<file path="src/rtl/tpsd_pkg.sv">
// Shared types and constants for the TGA pixel stream decoder.
// No dependencies; used by every module of the block.
`default_nettype none
package tpsd_pkg;

  localparam int unsigned CFG_IDX_W  = 2;
  localparam int unsigned CFG_DATA_W = 32;

  localparam logic [CFG_IDX_W-1:0] REG_PIXEL_BYTES = 2'd0;
  localparam logic [CFG_IDX_W-1:0] REG_RLE_MODE    = 2'd1;
  localparam logic [CFG_IDX_W-1:0] REG_PIXEL_TOTAL = 2'd2;

  typedef enum logic [1:0] {
    FMT16,
    FMT24,
    FMT32
  } fmt_t;

  // One assembled pixel on its way from the front to the back.
  typedef struct packed {
    logic [23:0] held;
    logic [7:0]  last;
    fmt_t        fmt;
    logic [7:0]  count;
    logic        done;
  } pix_t;

endpackage
`default_nettype wire

</file>
<file path="src/rtl/tpsd_front.sv">
// Front of the decoder: takes bytes, parses packet heads, assembles pixels,
// clips runs against the pixel total. Holds the configuration registers. Uses tpsd_pkg.
`default_nettype none
module tpsd_front (
  input  wire logic                             clk,
  input  wire logic                             rst,
  input  wire logic                             in_valid,
  output logic                                  in_ready,
  input  wire logic [7:0]                       data_byte,
  input  wire logic                             image_start,
  input  wire logic                             cfg_wen,
  input  wire logic [tpsd_pkg::CFG_IDX_W-1:0]   cfg_index,
  input  wire logic [tpsd_pkg::CFG_DATA_W-1:0]  cfg_data,
  input  wire logic                             full,
  output logic                                  push,
  output tpsd_pkg::pix_t                        push_data
);

  logic [2:0]  pixel_bytes;
  logic        rle_mode;
  logic [31:0] pixel_total;

  logic        expect_head;
  logic [1:0]  byte_index;
  logic [23:0] held;
  logic        run_is_repeat;
  logic [6:0]  raw_left;
  logic [7:0]  run_length;
  logic [31:0] pixels_done;
  logic [31:0] remain;
  logic        finished;

  logic        expect_head_e, expect_head_next;
  logic [1:0]  byte_index_e, byte_index_next;
  logic [23:0] held_e, held_next;
  logic        run_is_repeat_e, run_is_repeat_next;
  logic [6:0]  raw_left_e, raw_left_next;
  logic [7:0]  run_length_e, run_length_next;
  logic [31:0] pixels_done_e, pixels_done_next;
  logic [31:0] remain_e, remain_next;
  logic        finished_e, finished_next;

  logic [2:0]     nbytes;
  tpsd_pkg::fmt_t fmt;
  logic [7:0]     count;
  logic [7:0]     clipped;
  logic           emit;
  logic           accept;

  assign in_ready = !full;
  assign accept   = in_valid && !full;
  assign push     = accept && emit;

  always_comb begin
    case (pixel_bytes)
      3'd2: begin
        nbytes = 3'd2;
        fmt    = tpsd_pkg::FMT16;
      end
      3'd3: begin
        nbytes = 3'd3;
        fmt    = tpsd_pkg::FMT24;
      end
      default: begin
        nbytes = 3'd4;
        fmt    = tpsd_pkg::FMT32;
      end
    endcase
  end

  // Restart clears the decoding state ahead of the byte that carries it.
  always_comb begin
    expect_head_e   = image_start | expect_head;
    byte_index_e    = image_start ? 2'd0 : byte_index;
    held_e          = image_start ? 24'd0 : held;
    run_is_repeat_e = image_start ? 1'b0 : run_is_repeat;
    raw_left_e      = image_start ? 7'd0 : raw_left;
    run_length_e    = image_start ? 8'd0 : run_length;
    pixels_done_e   = image_start ? 32'd0 : pixels_done;
    remain_e        = image_start ? pixel_total : remain;
    finished_e      = image_start ? (pixel_total == 32'd0) : finished;
  end

  always_comb begin
    expect_head_next   = expect_head_e;
    byte_index_next    = byte_index_e;
    held_next          = held_e;
    run_is_repeat_next = run_is_repeat_e;
    raw_left_next      = raw_left_e;
    run_length_next    = run_length_e;
    pixels_done_next   = pixels_done_e;
    remain_next        = remain_e;
    finished_next      = finished_e;
    emit               = 1'b0;
    count              = 8'd1;
    clipped            = 8'd1;
    if (!finished_e) begin
      if (rle_mode && expect_head_e) begin
        run_is_repeat_next = data_byte[7];
        if (data_byte[7]) begin
          run_length_next = {1'b0, data_byte[6:0]} + 8'd1;
          raw_left_next   = 7'd0;
        end else begin
          raw_left_next = data_byte[6:0];
        end
        expect_head_next = 1'b0;
        byte_index_next  = 2'd0;
      end else if (({1'b0, byte_index_e} + 3'd1) < nbytes) begin
        case (byte_index_e)
          2'd0:    held_next[7:0]   = data_byte;
          2'd1:    held_next[15:8]  = data_byte;
          2'd2:    held_next[23:16] = data_byte;
          default: held_next        = held_e;
        endcase
        byte_index_next = byte_index_e + 2'd1;
      end else begin
        byte_index_next = 2'd0;
        emit            = 1'b1;
        if (rle_mode) begin
          if (run_is_repeat_e) begin
            count            = run_length_e;
            expect_head_next = 1'b1;
          end else if (raw_left_e == 7'd0) begin
            expect_head_next = 1'b1;
          end else begin
            raw_left_next = raw_left_e - 7'd1;
          end
        end
        // Clip to what is left of the image.
        if (remain_e[31:8] == 24'd0 && count > remain_e[7:0]) begin
          clipped = remain_e[7:0];
        end else begin
          clipped = count;
        end
        pixels_done_next = pixels_done_e + {24'd0, clipped};
        remain_next      = remain_e - {24'd0, clipped};
        finished_next    = (remain_e == {24'd0, clipped});
      end
    end
  end

  always_comb begin
    push_data.held  = held_e;
    push_data.last  = data_byte;
    push_data.fmt   = fmt;
    push_data.count = clipped;
    push_data.done  = finished_next;
  end

  always_ff @(posedge clk) begin
    if (rst) begin
      pixel_bytes   <= 3'd3;
      rle_mode      <= 1'b0;
      pixel_total   <= 32'd1;
      expect_head   <= 1'b1;
      byte_index    <= 2'd0;
      held          <= 24'd0;
      run_is_repeat <= 1'b0;
      raw_left      <= 7'd0;
      run_length    <= 8'd0;
      pixels_done   <= 32'd0;
      remain        <= 32'd1;
      finished      <= 1'b0;
    end else begin
      if (accept) begin
        expect_head   <= expect_head_next;
        byte_index    <= byte_index_next;
        held          <= held_next;
        run_is_repeat <= run_is_repeat_next;
        raw_left      <= raw_left_next;
        run_length    <= run_length_next;
        pixels_done   <= pixels_done_next;
        remain        <= remain_next;
        finished      <= finished_next;
      end
      if (cfg_wen) begin
        case (cfg_index)
          tpsd_pkg::REG_PIXEL_BYTES: pixel_bytes <= cfg_data[2:0];
          tpsd_pkg::REG_RLE_MODE:    rle_mode    <= cfg_data[0];
          tpsd_pkg::REG_PIXEL_TOTAL: begin
            // Keep the remaining count and end flag in step with the new total.
            pixel_total <= cfg_data;
            remain      <= cfg_data - pixels_done;
            finished    <= (pixels_done >= cfg_data);
          end
          default: ;
        endcase
      end
    end
  end

endmodule
`default_nettype wire

</file>
<file path="src/rtl/tpsd_queue.sv">
// Two-entry queue of assembled pixels between front and back.
// Uses tpsd_pkg for the entry type.
`default_nettype none
module tpsd_queue (
  input  wire logic           clk,
  input  wire logic           rst,
  input  wire logic           push,
  input  wire tpsd_pkg::pix_t push_data,
  input  wire logic           pop,
  output tpsd_pkg::pix_t      pop_data,
  output logic                full,
  output logic                empty
);

  tpsd_pkg::pix_t entries [2];
  logic       wr_ptr;
  logic       rd_ptr;
  logic [1:0] fill;

  assign full     = (fill == 2'd2);
  assign empty    = (fill == 2'd0);
  assign pop_data = entries[rd_ptr];

  always_ff @(posedge clk) begin
    if (push) begin
      entries[wr_ptr] <= push_data;
    end
  end

  always_ff @(posedge clk) begin
    if (rst) begin
      wr_ptr <= 1'b0;
      rd_ptr <= 1'b0;
      fill   <= 2'd0;
    end else begin
      if (push) begin
        wr_ptr <= !wr_ptr;
      end
      if (pop) begin
        rd_ptr <= !rd_ptr;
      end
      case ({push, pop})
        2'b10:   fill <= fill + 2'd1;
        2'b01:   fill <= fill - 2'd1;
        default: fill <= fill;
      endcase
    end
  end

endmodule
`default_nettype wire

</file>
<file path="src/rtl/tpsd_back.sv">
// Back of the decoder: widens the assembled pixel to RGBA and holds it in the
// output register until taken. Uses tpsd_pkg.
`default_nettype none
module tpsd_back (
  input  wire logic           clk,
  input  wire logic           rst,
  input  wire logic           empty,
  input  wire tpsd_pkg::pix_t pop_data,
  output logic                pop,
  output logic                out_valid,
  input  wire logic           out_ready,
  output logic [7:0]          red,
  output logic [7:0]          green,
  output logic [7:0]          blue,
  output logic [7:0]          alpha,
  output logic [7:0]          repeat_res,
  output logic                image_done
);

  logic [7:0] r_fmt, g_fmt, b_fmt, a_fmt;
  logic [7:0] b0;

  assign b0  = pop_data.held[7:0];
  assign pop = !empty && (!out_valid || out_ready);

  always_comb begin
    case (pop_data.fmt)
      tpsd_pkg::FMT16: begin
        r_fmt = {pop_data.last[6:2], 3'b000};
        g_fmt = {pop_data.last[1:0], b0[7:5], 3'b000};
        b_fmt = {b0[4:0], 3'b000};
        a_fmt = {pop_data.last[7], 7'd0};
      end
      tpsd_pkg::FMT24: begin
        r_fmt = pop_data.last;
        g_fmt = pop_data.held[15:8];
        b_fmt = b0;
        a_fmt = 8'hff;
      end
      default: begin
        r_fmt = pop_data.held[23:16];
        g_fmt = pop_data.held[15:8];
        b_fmt = b0;
        a_fmt = pop_data.last;
      end
    endcase
  end

  always_ff @(posedge clk) begin
    if (rst) begin
      out_valid <= 1'b0;
    end else if (pop) begin
      out_valid <= 1'b1;
    end else if (out_ready) begin
      out_valid <= 1'b0;
    end
  end

  always_ff @(posedge clk) begin
    if (pop) begin
      red        <= r_fmt;
      green      <= g_fmt;
      blue       <= b_fmt;
      alpha      <= a_fmt;
      repeat_res <= pop_data.count;
      image_done <= pop_data.done;
    end
  end

endmodule
`default_nettype wire

</file>
<file path="src/rtl/tga_pixel_stream_decoder.sv">
// TGA pixel stream decoder, top level: front, two-entry queue, back.
// Throughput: one byte per clock while the queue is not full; header and partial-pixel
// bytes give no result. Each result goes from the byte that completes its pixel into the
// queue, then into the output register.
// Reset: synchronous rst restores register defaults and clears decoding state
// and the queue; no clearing pass. Depends on tpsd_pkg, tpsd_front, tpsd_queue, tpsd_back.
`default_nettype none
module tga_pixel_stream_decoder (
  input  wire logic                             clk,
  input  wire logic                             rst,
  input  wire logic                             in_valid,
  output logic                                  in_ready,
  input  wire logic [7:0]                       data_byte,
  input  wire logic                             image_start,
  output logic                                  out_valid,
  input  wire logic                             out_ready,
  output logic [7:0]                            red,
  output logic [7:0]                            green,
  output logic [7:0]                            blue,
  output logic [7:0]                            alpha,
  output logic [7:0]                            repeat_res,
  output logic                                  image_done,
  input  wire logic                             cfg_wen,
  input  wire logic [tpsd_pkg::CFG_IDX_W-1:0]   cfg_index,
  input  wire logic [tpsd_pkg::CFG_DATA_W-1:0]  cfg_data
);

  logic           push;
  logic           pop;
  logic           full;
  logic           empty;
  tpsd_pkg::pix_t push_data;
  tpsd_pkg::pix_t pop_data;

  tpsd_front u_front (
    .clk         (clk),
    .rst         (rst),
    .in_valid    (in_valid),
    .in_ready    (in_ready),
    .data_byte   (data_byte),
    .image_start (image_start),
    .cfg_wen     (cfg_wen),
    .cfg_index   (cfg_index),
    .cfg_data    (cfg_data),
    .full        (full),
    .push        (push),
    .push_data   (push_data)
  );

  tpsd_queue u_queue (
    .clk       (clk),
    .rst       (rst),
    .push      (push),
    .push_data (push_data),
    .pop       (pop),
    .pop_data  (pop_data),
    .full      (full),
    .empty     (empty)
  );

  tpsd_back u_back (
    .clk        (clk),
    .rst        (rst),
    .empty      (empty),
    .pop_data   (pop_data),
    .pop        (pop),
    .out_valid  (out_valid),
    .out_ready  (out_ready),
    .red        (red),
    .green      (green),
    .blue       (blue),
    .alpha      (alpha),
    .repeat_res (repeat_res),
    .image_done (image_done)
  );

endmodule
`default_nettype wire

</file>
<file path="config.mk">
export PLATFORM = sky130hd
export DESIGN_NAME = tga_pixel_stream_decoder
export DESIGN_NICKNAME = d
export VERILOG_FILES = /design/src/rtl/tpsd_pkg.sv /design/src/rtl/tpsd_front.sv /design/src/rtl/tpsd_queue.sv /design/src/rtl/tpsd_back.sv /design/src/rtl/tga_pixel_stream_decoder.sv
export SDC_FILE = /design/constraint.sdc
export NUM_CORES = 1
export LEC_CHECK = 0
export BUFFER_PORTS_ARGS = -buffer_cell sky130_fd_sc_hd__buf_2
export CORE_MARGIN = 2
export CORE_UTILIZATION = 45
export CTS_BUF_LIST = sky130_fd_sc_hd__clkbuf_4 sky130_fd_sc_hd__clkbuf_8 sky130_fd_sc_hd__clkbuf_16
export DETAILED_ROUTE_END_ITERATION = 8
export PLACE_DENSITY_LB_ADDON = 0.3
export RECOVER_POWER = 100
export SETUP_SLACK_MARGIN = 0.02
export SKIP_LAST_GASP = 1
export SLEW_MARGIN = 10
export SYNTH_ARGS = -nofsm -noshare
export SYNTH_HDL_FRONTEND = slang
export SYNTH_HIERARCHICAL = 1
export SYNTH_SLANG_ARGS = --single-unit
</file>
<file path="constraint.sdc">
create_clock -name clk -period 16.7 [get_ports clk]
set_input_delay 1.67 -clock clk [delete_from_list [all_inputs] [get_ports clk]]
set_output_delay 1.67 -clock clk [all_outputs]
set_load 0.02 [all_outputs]
</file>
; Yosys cells after proc, flatten, opt, wreduce, memory -nomap -nowiden
; Memory sizes are Yosys's and may differ from the RTL's. A register that Yosys moved wholly into a read port is not among the register bits.
; Index checks and enable logic that the tools add are counted.
[word_totals]
regBits = 190
ramBits = 86
inputBits = 48
output_inout_bits = 43
elab_cells = 150
n_memories = 1
[classes]
add_sub_neg = 9
magnitude_cmp = 3
n_eq_ne = 11
mux = 78
bitwise = 1
reduce_logical = 23
[memory_table]
columns = memory, words, word_bits, read_ports, rd_ports_with_merged_regs, wr, line
row1 = u_queue.entries, 2, 43, 1, 1, 1, tpsd_queue.sv:15  ; tpsd_pkg::pix_t entries [2];
[ops]
columns = operator, count
row1 = $mux 32, 11
row2 = $mux 8, 21
row3 = $mux 24, 4
row4 = $mux 7, 8
row5 = $add 32x8->32, 1
row6 = $eq 32x8->1, 1
row7 = $ge 32x32->1, 1
row8 = $logic_not 32->1, 1
row9 = $pmux 8 s2, 2
row10 = $sub 32x32->32, 1
row11 = $sub 32x8->32, 1
row12 = $mux 1, 25
row13 = $logic_not 24->1, 1
row14 = $add 7x1->8 const B, 1
row15 = $eq 2x1->1 const B, 4
row16 = $eq 2x2->1 const B, 4
row17 = $gt 8x8->1, 1
row18 = $logic_not 2->1, 4
row19 = $mux 2, 4
row20 = $pmux 2 s2, 2
row21 = $logic_not 7->1, 1
row22 = $sub 7x1->7 const B, 1
row23 = $eq 3x2->1 const B, 2
row24 = $pmux 3 s2, 1
row25 = 10 further kinds, 22

; Logic depth before layout (Yosys ltp)
; Gate-level depths: netlist of the first run.
[depth]
ltp_word = 19
ltp_mapped = 27
depth_no_buf = 22

; By module
; Netlist of the first run, hierarchy kept.
[modules_own_cells]
columns = module, n_inst, cells_per_inst, area_each_um2
row1 = tpsd_front, 1, 1475, 11079.4
row2 = tpsd_queue, 1, 156, 3296.9
row3 = tpsd_back, 1, 102, 1670.4

; Worst setup path before layout of the first run
; No wires, ideal clock.
[synth_timing]
kind = in2reg
from = input port image_start
to = register u_front.remain[26]
t_arrival_ns = 7.101
path_slack_ns = 9.477
path_stages = 25
n_path_buf = 6
cell_sequence = buf_2 -> buf_2 -> buf_2 -> buf_2 -> buf_2 -> buf_1 -> mux2i_1 -> ha_1 -> a21o_1 -> a21o_1 -> a21oi_1 -> o21ai_0 -> o211ai_2 -> mux2i_1 -> ha_1 -> inv_1 -> fa_1 -> a211oi_1 -> o21ai_0 -> a21oi_1 -> nand4_4 -> or4_1 -> nand3_1 -> o211ai_1 -> a221o_1
[synth_via]
elab_chain_cells = 19
[synth_rtl]
columns = element, line
row1 = "start, declared", tga_pixel_stream_decoder.sv:14  ; input wire logic image_start,
row2 = $mux 8 / $mux 1 (equally long branches), "tpsd_front.sv:78, tpsd_front.sv:76"
row3 = $mux 8, tpsd_front.sv:120  ; if (run_is_repeat_e) begin
row4 = $mux 8, tpsd_front.sv:119  ; if (rle_mode) begin
row5 = $mux 8, tpsd_front.sv:108  ; end else if (({1'b0, byte_index_e} + 3'd1) < nbytes) begin
row6 = $mux 8, tpsd_front.sv:98  ; if (rle_mode && expect_head_e) begin
row7 = $mux 8, tpsd_front.sv:97  ; if (!finished_e) begin
row8 = $gt 8x8->1, tpsd_front.sv:130  ; if (remain_e[31:8] == 24'd0 && count > remain_e[7:0]) begin
row9 = $logic_and 1x1->1, tpsd_front.sv:130
row10 = [... 3 more ...], n/a
row11 = $mux 8, tpsd_front.sv:97
row12 = $sub 32x8->32, tpsd_front.sv:136  ; remain_next = remain_e - {24'd0, clipped};
row13 = $mux 32, tpsd_front.sv:108
row14 = $mux 32, tpsd_front.sv:98
row15 = $mux 32 (*), tpsd_front.sv:97
row16 = $mux 32 (*), tpsd_front.sv:165  ; if (accept) begin
row17 = $mux 32, tpsd_front.sv:177  ; case (cfg_index)
row18 = $mux 32 (*), tpsd_front.sv:176  ; if (cfg_wen) begin
row19 = "end signal, assigned", tpsd_front.sv:173  ; remain <= remain_next;
row20 = "end signal, assigned", tpsd_front.sv:183  ; remain <= cfg_data - pixels_done;
row21 = "end, declared", tpsd_front.sv:30  ; logic [31:0] remain;
; Every way passes the cells marked *; elsewhere a longest branch is shown, timed or not. The select of a mux whose other input is x is not followed.
; A chain may end at the register's enable or synchronous reset.

; Worst setup path after layout of the first run
[layout_timing]
from = input port image_start
to = register u_front.pixels_done[27]
[layout_via]
elab_chain_cells = 16
[layout_rtl]
columns = element, line
row1 = $mux 8 / $mux 1 (equally long branches), "tpsd_front.sv:78, tpsd_front.sv:76"
row2 = $mux 8, tpsd_front.sv:120
row3 = $mux 8, tpsd_front.sv:119
row4 = $mux 8, tpsd_front.sv:108
row5 = $mux 8, tpsd_front.sv:98
row6 = $mux 8, tpsd_front.sv:97
row7 = $gt 8x8->1, tpsd_front.sv:130
row8 = $logic_and 1x1->1, tpsd_front.sv:130
row9 = $mux 8, tpsd_front.sv:130
row10 = $mux 8, tpsd_front.sv:108
row11 = $mux 8, tpsd_front.sv:98
row12 = $mux 8, tpsd_front.sv:97
row13 = $add 32x8->32, tpsd_front.sv:135  ; pixels_done_next = pixels_done_e + {24'd0, clipped};
row14 = $mux 32, tpsd_front.sv:108
row15 = $mux 32, tpsd_front.sv:98
row16 = $mux 32 (*), tpsd_front.sv:97
row17 = "end signal, assigned", tpsd_front.sv:172  ; pixels_done <= pixels_done_next;
row18 = "end, declared", tpsd_front.sv:29  ; logic [31:0] pixels_done;
; Marked as above.

==> reports/qor.log, run 1 <==
[run_status] result of the run finished with violations
[run_status] violations in the final reports capacitance limit, slew limit
[floorplanning] Die Span Y 193 um
[cts] CTS Hold Buffers Added 0
[critical_path] flop2flop setup slack 10240 ps
[synthesis] total number of yosys warnings 6
[sta] final hold violation count 0
[sta] Final Worst Setup Slack 5210 ps
[critical_path] RR Startpoint u_front/pixel_total[24]$_SDFFE_PP0P_
[critical_path] CP Data Arrival Time 11820 ps
[critical_path] crit path kind input pin to flop
[finish] Final Instance Area 17700 um2
[sta] sum of negative setup slack 0 ps
[critical_path] Max FO, Critical Path 79
[global_route] vias in the first global route 12600
[global_route] antenna violations before repair 0
[sta] Final period util 0.688
[critical_path] maximum single-stage delay on the critical path 2520 ps
[drt] final wirelength 43.1 mm
[floorplanning] top-level I/O count 91
[cts] CTS root buf clkbuf_16
[floorplanning] effective utilization at floorplan 0.454
[finish] area growth from synthesis to layout 10.1%
[synthesis] ranking of synthesized cells by area edfxtp_1, dfxtp_1, ha_1
[synthesis] share of flip-flops with an asynchronous set or reset after synthesis 0
[placed_design] placed instance count 2204
[cts] Skew-Pair Late Insertion Delay 590 ps
[flow_run] max-cap violation count 9
[critical_path] most frequent cell on the critical path a21o_1
[synthesis] cell count after synthesis 1733
[finish] Storage cell area 6820 um2
[synthesis] sequential-to-total area share from yosys stat 0.425
[drt] via count 13400
[synthesis] #FFs+latches synth 277
[synthesis] cell with the most instances after synthesis nand2_1
[sta] Least-Margin Pin Slew 3640 ps
[critical_path] Required @ worst endpoint 17030 ps
[cts] clock-pin transition on the worst setup and hold timing paths 60 ps
[synthesis] flip-flop cell with the highest count after synthesis dfxtp_1
[sta] Fin Hold WS 459 ps
[placed_design] placement-stage worst setup slack 8590 ps
[hold_path] path category of the worst min-delay check flop to flop
[power_and_ir_drop] power density of the placed cells 115 nW/um2
[sta] clk_skew 21.2 ps
[cts] total clock buffers created by CTS 31
[placed_design] number of I/O port buffers 90
[cts] clock tree from TritonCTS built
[global_route] global-route total usage across every layer 0.231
[synthesis] number of enable flip-flop cells after synthesis 127
[finish] fraction of final layout cells with drive strength greater than 1 0.104
[floorplanning] Die Outline Area 37200 um2
[global_route] wire length of the first global-routing pass 68.2 mm
[critical_path] startpoint class of the critical path input pin
[floorplanning] area of the core 35300 um2
[cts] total clock sinks 277
[critical_path] capture point of the critical path u_front/pixels_done[27]$_SDFFE_PP0P_
[synthesis] netlist area before placement 16000 um2
[synthesis] area fraction of the dominant cell type after synthesis 0.238
[sta] RSZ-0062 raised after global routing no
[finish] total inserted antenna cells 0
[finish] filler instances 3280
[finish] footprint of the multi-input gates 8500 um2
[drt] Routed WL per cell 19.1 um
[drt] number of violations reported at the end of detailed-routing iteration 0 1129
[placed_design] dpl hpwl 30.4 mm
[critical_path] slowest library cell on the worst path clkbuf_1
[cts] Max Root-Sink Buffers 3
[sta] worst-case headroom to the max-slew limit -1.43
[placed_design] routability congestion estimate 0.928
[power_and_ir_drop] leakage dissipation 6.40 nW
[power_and_ir_drop] total power of the final layout 2.03 mW
[critical_path] Crit. Startpoint image_start
[finish] count of nets after finishing 1893
[drt] antenna-violating nets left 0
[cts] number of setup buffers added after CTS 0
[global_route] largest net degree at the start of global routing 80
[global_route] Congestion Overflow GR 0
[finish] final standard cell count with taps included and fillers excluded 2262
[synthesis] per-instance average area after synthesis 9.26 um2
[sta] upper clock frequency limit 0.0871 GHz
[sta] Period minus WS final 11490 ps
[synthesis] number of distinct library cells after synthesis 91
[placed_design] cell area reported after detailed placement 16800 um2
[critical_path] critical-path cell list clkbuf_1 -> clkbuf_1 -> mux2i_1 -> ha_1 -> a21o_1 -> a21o_1 -> a21oi_1 -> o21ai_0 -> o211ai_1 -> mux2i_1 -> inv_1 -> ha_1 -> a21o_1 -> a21oi_1 -> o21ai_0 -> nand3_1 -> a2111oi_0 -> nand3_1 -> xnor2_1 -> nor2_1
[cts] Resize count post-CTS 0
[sta] count of pins over their slew limit 438
[floorplanning] row count 69
[synthesis] post-synth net total 1850
[drt] vias per inst 5.93
[critical_path] Worst Reg-to-Reg Cells 17
[drt] number of remaining DRC errors 0
[synthesis] most common library cells after synthesis nand2_1, dfxtp_1, nor2_1, edfxtp_1, a21oi_1
[floorplanning] Die Span X 193 um
[power_and_ir_drop] Worst IR Drop VDD 0.104 mV
[finish] final core utilization 0.501
[cts] htree depth 1
[critical_path] endpoint of the worst-slack reg-to-reg timing path u_front/pixels_done[27]$_SDFFE_PP0P_
[sta] total setup violations reported at the end of the flow 0
[synthesis] Yosys top cell by area edfxtp_1
[drt] drt first pass iters 5
[critical_path] nature of the critical path endpoint flop
routing by layer:
layer,up-vias,wire length (um),global-route usage
li1,6446,-,-
met1,6394,19400,0.319
met2,486,19600,0.372
met4,0,1420,0.0790
met5,-,0,0
met3,91,2710,0.0287
power by group:
group / leakage (nW) / switching, mW / internal (mW)
Combinational: 3.50 / 0.332 / 0.167
Sequential: 2.37 / 0.0337 / 0.812
Clock: 0.528 / 0.277 / 0.407
worst max-delay path: cells and delay by family:
family | cells | cell delay, ps
AO/OA/AOI/OAI | 9 | 2870
multiplexers | 2 | 1090
adder cells (fa/ha/maj) | 2 | 800
XOR/XNOR | 1 | 200
buffers and inverters | 3 | 4610
AND/OR/NAND/NOR | 3 | 510
state kept, by name, indices dropped and copies added, names as in the netlist, 2 cells and up, named ones only:
register and count:
u_queue/entries 86, u_front/pixel_total 32, u_front/pixels_done 32, u_front/remain 32
u_front/held 24, u_back/alpha 8, u_back/blue 8, u_back/green 8
u_back/red 8, u_back/repeat_res 8, u_front/run_length 8, u_front/raw_left 7
u_front/pixel_bytes 3, u_front/byte_index 2, u_queue/fill 2
cells by family after synthesis:
| logic type | count (synthesis) | synth area share |
|---|---|---|
| and+or+nand+nor | 642 | 0.198 |
| adders and majority gates | 69 | 0.0552 |
| AOI/OAI and AO/OA | 418 | 0.178 |
| muxes | 86 | 0.0596 |
| buffers and inverters | 167 | 0.0432 |
| DFF | 277 | 0.425 |
| xor gates and xnor gates | 74 | 0.0404 |
layout make-up:
type,instances,area share
clock inverters,13,0.00793
inverters,71,0.0151
clock buffers,45,0.0509
flip-flops and latches,277,0.386
well taps,461,0.0326
repair buffers,106,0.0270
multi-input cells,1289,0.481
worst min-delay path by stage:
stage / start / endpoint / slack [ps] / cells past startpoint
after CTS: u_front/held[17]$_SDFFE_PP0P_ / u_front/held[17]$_SDFFE_PP0P_ / 460 / 1
after detailed placement: u_front/run_length[5]$_SDFFE_PP0P_ / u_front/run_length[5]$_SDFFE_PP0P_ / 440 / 1
after global routing: u_front/held[11]$_SDFFE_PP0P_ / u_front/held[11]$_SDFFE_PP0P_ / 480 / 1
after floorplan: u_front/run_length[2]$_SDFFE_PP0P_ / u_front/run_length[2]$_SDFFE_PP0P_ / 420 / 1
after global placement: u_front/held[17]$_SDFFE_PP0P_ / u_front/held[17]$_SDFFE_PP0P_ / 440 / 1
final: u_front/held[17]$_SDFFE_PP0P_ / u_front/held[17]$_SDFFE_PP0P_ / 460 / 1
cells in the final DEF (no fill, tap or decap), drive strengths merged, types with 23 or more instances in the layout:
master	netlist	routed
nand3	51	51
o21ai	58	58
xor2	26	26
mux2	61	61
nor4	23	23
a21o	23	23
nor2	143	143
nor3	54	54
xnor2	48	48
mux2i	25	25
ha	66	66
a21oi	121	121
and3	23	23
nand4	23	23
nand2	191	191
nor2b	65	65
clkbuf	60	105
buf	36	46
dfxtp	150	150
inv	70	71
edfxtp	127	127
Note: power is estimated with default switching activity, not from simulation.
==> run 2, diff against run 1 <==
==> constraint.sdc (replaced) <==
create_clock -name clk -period 10.3 [get_ports clk]
set_input_delay 1.03 -clock clk [delete_from_list [all_inputs] [get_ports clk]]
set_output_delay 1.03 -clock clk [all_outputs]
set_load 0.02 [all_outputs]
==> run 2 against run 1 <==
Against the previous run:
- the flow still finishes with violations (capacitance limit, slew limit)
- worst hold slack worse by 1.3 ps
- critical path depth is the same
- non-clock buffer count is 1 higher
- first-iteration DRC count is 2.3% higher
- sequential power increased by 62%
- register-to-register slack got worse by 6200 ps
- critical endpoint is now u_front/remain[24]$_SDFF_PP0_
- clock-buffer cell count grew 1
- routed wire length down 0.68%
- power up 61%
- clock skew decreased by 10 ps
- highest routed layer unchanged
==> reports/qor.log, run 2 (synthesis results as in run 1) <==
[run_status] result of the run finished with violations
[run_status] violations in the final reports capacitance limit, slew limit
[finish] largest reg by FF count u_queue/entries
[power_and_ir_drop] Worst IR Drop VDD 0.132 mV [+27%]
[drt] number of remaining DRC errors 0 [unchanged]
[cts] Max Root-Sink Buffers 3 [unchanged]
[critical_path] startpoint class of the critical path input pin
[finish] filler instances 3340 [+1.8%]
[drt] final wirelength 42.8 mm [-0.68%]
[placed_design] placement-stage worst setup slack 3220 ps [-5370 ps]
[placed_design] cell area reported after detailed placement 16800 um2 [about the same]
[sta] sum of negative setup slack 0 ps [unchanged]
[sta] count of pins over their slew limit 300 [-32%]
[drt] antenna-violating nets left 0 [unchanged]
[critical_path] CP Data Arrival Time 8010 ps [-3810 ps]
[global_route] vias in the first global route 12700 [+0.84%]
[cts] Resize count post-CTS 0 [unchanged]
[flow_run] max-cap violation count 6 [-3]
[placed_design] placed instance count 2205 [+0.045%]
[drt] vias per inst 5.89 [-0.75%]
[sta] worst-case headroom to the max-slew limit -1.35 [+0.0832]
[finish] area growth from synthesis to layout 9.95%
[sta] Final Worst Setup Slack 2670 ps [-2540 ps]
[critical_path] nature of the critical path endpoint flop
[finish] fraction of final layout cells with drive strength greater than 1 0.101 [-0.00383]
[power_and_ir_drop] power density of the placed cells 185 nW/um2 [+61%]
[floorplanning] Die Span X 193 um [unchanged]
[sta] final hold violation count 0 [unchanged]
[cts] clock-pin transition on the worst setup and hold timing paths 60 ps [about the same]
[cts] CTS Hold Buffers Added 0 [unchanged]
[floorplanning] area of the core 35300 um2 [unchanged]
[cts] Skew-Pair Late Insertion Delay 580 ps [about the same]
[finish] footprint of the multi-input gates 8490 um2 [-0.13%]
[sta] Least-Margin Pin Slew 3520 ps [-125 ps]
[floorplanning] top-level I/O count 91 [unchanged]
[drt] number of violations reported at the end of detailed-routing iteration 0 1155 [+2.3%]
[placed_design] dpl hpwl 30.1 mm [-0.82%]
[finish] highest-count cells in the layout ignoring fill and taps nand2_1, dfxtp_1, nor2_1, edfxtp_1, a21oi_1
[global_route] antenna violations before repair 0 [unchanged]
[power_and_ir_drop] leakage dissipation 6.39 nW [-0.22%]
[finish] total inserted antenna cells 0 [unchanged]
[drt] Routed WL per cell 18.9 um [-0.64%]
[cts] clock tree from TritonCTS built
[sta] clk_skew 10.9 ps [-10.3 ps]
[drt] via count 13300 [-0.80%]
[cts] number of setup buffers added after CTS 0 [unchanged]
[floorplanning] Die Outline Area 37200 um2 [unchanged]
[sta] total setup violations reported at the end of the flow 0 [unchanged]
[cts] CTS root buf clkbuf_16
[placed_design] number of I/O port buffers 90 [unchanged]
[finish] Final Instance Area 17600 um2 [-0.18%]
[floorplanning] Die Span Y 193 um [unchanged]
[finish] final standard cell count with taps included and fillers excluded 2261 [-0.044%]
[finish] most common cell after layout, fill and taps aside nand2_1
[sta] Final period util 0.741
[cts] total clock buffers created by CTS 30 [-3.2%]
[placed_design] routability congestion estimate 0.921 [-0.77%]
[global_route] global-route total usage across every layer 0.228 [-0.00294]
[finish] final core utilization 0.500 [-0.000886]
[critical_path] crit path kind input pin to flop
[critical_path] Required @ worst endpoint 10670 ps [-6360 ps]
[sta] upper clock frequency limit 0.131 GHz
[sta] RSZ-0062 raised after global routing no
[floorplanning] row count 69 [unchanged]
[power_and_ir_drop] total power of the final layout 3.26 mW [+61%]
[critical_path] Max FO, Critical Path 62 [-22%]
[global_route] largest net degree at the start of global routing 75 [-6.3%]
[hold_path] path category of the worst min-delay check flop to flop
[global_route] wire length of the first global-routing pass 67.7 mm [-0.72%]
[sta] Period minus WS final 7630 ps
[finish] Storage cell area 6820 um2 [unchanged]
[global_route] Congestion Overflow GR 0 [unchanged]
[cts] htree depth 1 [unchanged]
[cts] total clock sinks 277 [unchanged]
[drt] drt first pass iters 5 [unchanged]
[sta] Fin Hold WS 458 ps [-1.26 ps]
[finish] count of nets after finishing 1893 [unchanged]
[finish] number of flip-flops in the largest register 86 [unchanged]
[floorplanning] effective utilization at floorplan 0.454 [unchanged]
[run 2: routing by layer]
layer,track usage,part of all wire,vias up
li1,-,-,6450
met1,0.318,0.46,6309
met2,0.367,0.45,468
met3,0.0220,0.056,83
met4,0.0822,0.031,0
met5,0,0,-
[run 2: cell type report]
type                            instances  share of cell area
Tap cell                              461              0.0327
Sequential cell                       277               0.386
Multi-Input combinational cell       1289               0.481
Clock buffer                           46              0.0518
Timing Repair Buffer                  107              0.0272
Clock inverter                         10             0.00582
Inverter                               71              0.0151
[run 2: power breakdown]
group | total (mW) | internal, mW | switching (mW)
combinational | 0.807 | 0.269 | 0.538
clock | 1.08 | 0.638 | 0.447
sequential | 1.37 | 1.32 | 0.0541
total | 3.26 | 2.22 | 1.04
[run 2: critical path: stages]
cell	delay, ps
buf_4	540
clkbuf_1	1020
or3b_2	520
o31ai_1	80
nand2_1	110
a211oi_1	390
o211a_1	290
o211ai_1	390
mux2i_1	410
ha_1	220
inv_1	60
fa_1	470
a211oi_1	420
o21ai_0	230
a21oi_1	240
nand4_1	370
nor2_1	450
mux2_2	400
a221oi_1	210
o22ai_1	120
[run 2: path summary, 6_finish.rpt]
check,startpoint,to,slack [ps],cells past startpoint
worst max-delay path,image_start,u_front/remain[24]$_SDFF_PP0_,2670,20
worst min-delay path,u_front/held[17]$_SDFFE_PP0P_,u_front/held[17]$_SDFFE_PP0P_,460,1
worst min register to register,u_front/held[17]$_SDFFE_PP0P_,u_front/held[17]$_SDFFE_PP0P_,460,1
worst max register to register,u_front/pixel_total[24]$_SDFFE_PP0P_,u_front/remain[24]$_SDFF_PP0_,4080,18
==> run 3, diff against run 2 <==
==> constraint.sdc (replaced) <==
create_clock -name clk -period 7.05 [get_ports clk]
set_input_delay 0.705 -clock clk [delete_from_list [all_inputs] [get_ports clk]]
set_output_delay 0.705 -clock clk [all_outputs]
set_load 0.02 [all_outputs]
==> run 3 against run 2 <==
Against the previous run:
- first-iteration DRC count fell by 10%
- via count fell by 0.26%
- clock-buffer cell count fell by 8
- critical path type unchanged
- routed wire length rose by 1.5%
- cell area rose by 0.86%
- the run still ends with capacitance limit, slew limit left
- critical endpoint is now u_front/pixels_done[25]$_SDFFE_PP0P_
==> reports/qor.log, run 3 (synthesis results as in run 1) <==
[sta] worst-case headroom to the max-slew limit -1.29 [+0.0577]
[cts] clock tree from TritonCTS built
[floorplanning] top-level I/O count 91 [unchanged]
[drt] number of remaining DRC errors 0 [unchanged]
[drt] vias per inst 5.86 [-0.52%]
[sta] Period minus WS final 6180 ps
[finish] filler instances 3342 [+0.060%]
[drt] top routing layer in use met4
[floorplanning] area of the core 35300 um2 [unchanged]
[power_and_ir_drop] total power of the final layout 4.89 mW [+50%]
[cts] Max Root-Sink Buffers 3 [unchanged]
[critical_path] Max FO, Critical Path 39 [-37%]
[power_and_ir_drop] power density of the placed cells 275 nW/um2 [+49%]
[finish] count of nets after finishing 1898 [+0.26%]
[cts] CTS root buf clkbuf_16
[cts] CTS Hold Buffers Added 0 [unchanged]
[drt] final wirelength 43.5 mm [+1.5%]
[critical_path] maximum single-stage delay on the critical path 1260 ps [+240 ps]
[power_and_ir_drop] leakage dissipation 6.45 nW [+0.97%]
[drt] detailed route wirelength on metal3 2.90 mm [+20%]
[global_route] largest net degree at the start of global routing 73 [-2.7%]
[drt] number of violations reported at the end of detailed-routing iteration 0 1036 [-10%]
[placed_design] cell area reported after detailed placement 16800 um2 [+0.18%]
[finish] fraction of final layout cells with drive strength greater than 1 0.101 [+0.000220]
[power_and_ir_drop] Worst IR Drop VDD 0.216 mV [+64%]
[placed_design] dpl hpwl 31.1 mm [+3.2%]
[drt] met2 WL post-DR 19.8 mm [+1.8%]
[sta] total setup violations reported at the end of the flow 0 [unchanged]
[global_route] Congestion Overflow GR 0 [unchanged]
[drt] via count 13300 [-0.26%]
[finish] area growth from synthesis to layout 10.9%
[critical_path] slowest library cell on the worst path clkbuf_1
[critical_path] Required @ worst endpoint 7400 ps [-3270 ps]
[finish] largest reg by FF count u_queue/entries
[flow_run] max-cap violation count 5 [-1]
[cts] total clock buffers created by CTS 31 [+3.3%]
[global_route] antenna violations before repair 0 [unchanged]
[critical_path] nature of the critical path endpoint flop
[critical_path] crit path kind input pin to flop
[sta] final hold violation count 0 [unchanged]
[critical_path] CP Data Arrival Time 6530 ps [-1480 ps]
[sta] clk_skew 21.7 ps [+10.8 ps]
[drt] Metal-1 WL 19.4 mm [-1.3%]
[floorplanning] Die Span X 193 um [unchanged]
[sta] RSZ-0062 raised after global routing no
[sta] count of pins over their slew limit 236 [-21%]
[drt] antenna-violating nets left 0 [unchanged]
[drt] drt first pass iters 7 [+2]
[finish] total inserted antenna cells 0 [unchanged]
[critical_path] startpoint class of the critical path input pin
[cts] number of setup buffers added after CTS 0 [unchanged]
[floorplanning] Die Span Y 193 um [unchanged]
[finish] final core utilization 0.504 [+0.00429]
[global_route] vias in the first global route 12700 [-0.11%]
[global_route] global-route total usage across every layer 0.232 [+0.00389]
[sta] Least-Margin Pin Slew 3430 ps [-86.5 ps]
[cts] Resize count post-CTS 0 [unchanged]
[floorplanning] Die Outline Area 37200 um2 [unchanged]
[hold_path] path category of the worst min-delay check input pin to flop
[floorplanning] row count 69 [unchanged]
[floorplanning] effective utilization at floorplan 0.454 [unchanged]
[global_route] wire length of the first global-routing pass 68.4 mm [+0.99%]
[sta] Final period util 0.877
[cts] total clock sinks 277 [unchanged]
[cts] htree depth 1 [unchanged]
[critical_path] critical-path cell list buf_4 -> clkbuf_1 -> inv_1 -> nor2_1 -> o211a_1 -> o211ai_2 -> mux2i_1 -> inv_1 -> ha_1 -> a21o_1 -> a21oi_1 -> o21ai_0 -> nand3_1 -> a2111oi_0 -> nand4_1 -> xnor2_1 -> nor2_1
[finish] number of flip-flops in the largest register 86 [unchanged]
[run_status] violations in the final reports capacitance limit, slew limit
[placed_design] routability congestion estimate 0.906 [-1.6%]
[cts] clock-pin transition on the worst setup and hold timing paths 60 ps [about the same]
[placed_design] number of I/O port buffers 90 [unchanged]
[finish] Final Instance Area 17800 um2 [+0.86%]
[finish] highest-count cells in the layout ignoring fill and taps nand2_1, dfxtp_1, nor2_1, edfxtp_1, a21oi_1
[run_status] result of the run finished with violations
[sta] sum of negative setup slack 0 ps [unchanged]
[sta] upper clock frequency limit 0.162 GHz
[cts] Skew-Pair Late Insertion Delay 590 ps [about the same]
[drt] Routed WL per cell 19.2 um [+1.2%]
[finish] most common cell after layout, fill and taps aside nand2_1
run 3: changes by cell type in the layout (fill, tap and decap cells not counted), sizes merged:
cell | before | now
buf | 45 | 52
bufinv | 1 | 4
clkbuf | 108 | 97
clkinv | 9 | 8
clkinvlp | 0 | 5
inv | 71 | 74
run 3: worst paths after layout:
| check | start | to | slack (ps) | depth (start not counted) |
|---|---|---|---|---|
| max | image_start | u_front/pixels_done[25]$_SDFFE_PP0P_ | 870 | 17 |
| min | cfg_data[16] | u_front/pixel_total[16]$_SDFFE_PP0P_ | 380 | 3 |
| max reg2reg | u_front/pixel_total[24]$_SDFFE_PP0P_ | u_front/pixels_done[25]$_SDFFE_PP0P_ | 1100 | 17 |
| min reg2reg | u_front/held[17]$_SDFFE_PP0P_ | u_front/held[17]$_SDFFE_PP0P_ | 460 | 1 |
run 3: where the power goes:
| group | switching, mW | internal [mW] |
|---|---|---|
| clock | 0.694 | 1.01 |
| sequential | 0.0812 | 1.92 |
| combinational | 0.790 | 0.395 |
| total | 1.57 | 3.33 |
run 3: per-stage QoR:
| step | std cells | hold slack [ps] | setup slack [ps] |
|---|---|---|---|
| 6_report | 2267 | 378 | 868 |
| 5_1_grt | 2267 | 367 | 435 |
| 2_1_floorplan | 1733 | 424 | 792 |
| 3_5_place_dp | 2209 | 446 | 758 |
| 4_1_cts | 2267 | 345 | 1340 |
| 3_3_place_gp | 2209 | 443 | 842 |
run 3: final cells by class:
type | instances | area [um2] | area share
sequential | 277 | 6820 | 0.383
timing repair buffer | 111 | 519 | 0.0292
multi-input combinational | 1289 | 8530 | 0.479
clock buffer | 38 | 853 | 0.0480
inverter | 71 | 267 | 0.0150
clock inverter | 20 | 236 | 0.0133
tap | 461 | 577 | 0.0324
run 3: per-layer routing:
metal | track usage | up-vias
met4 | 0.0846 | 0
met5 | 0 | -
met1 | 0.315 | 6249
met3 | 0.0278 | 90
li1 | - | 6455
met2 | 0.378 | 482
run 3: worst max-delay path: cells and delay by family:
kind,cells,cell delay [ps]
AOI/OAI and AO/OA,6,2210
and+or+nand+nor,4,730
buffers and inverters,4,1890
adders and majority gates,1,300
muxes,1,480
xor gates and xnor gates,1,190
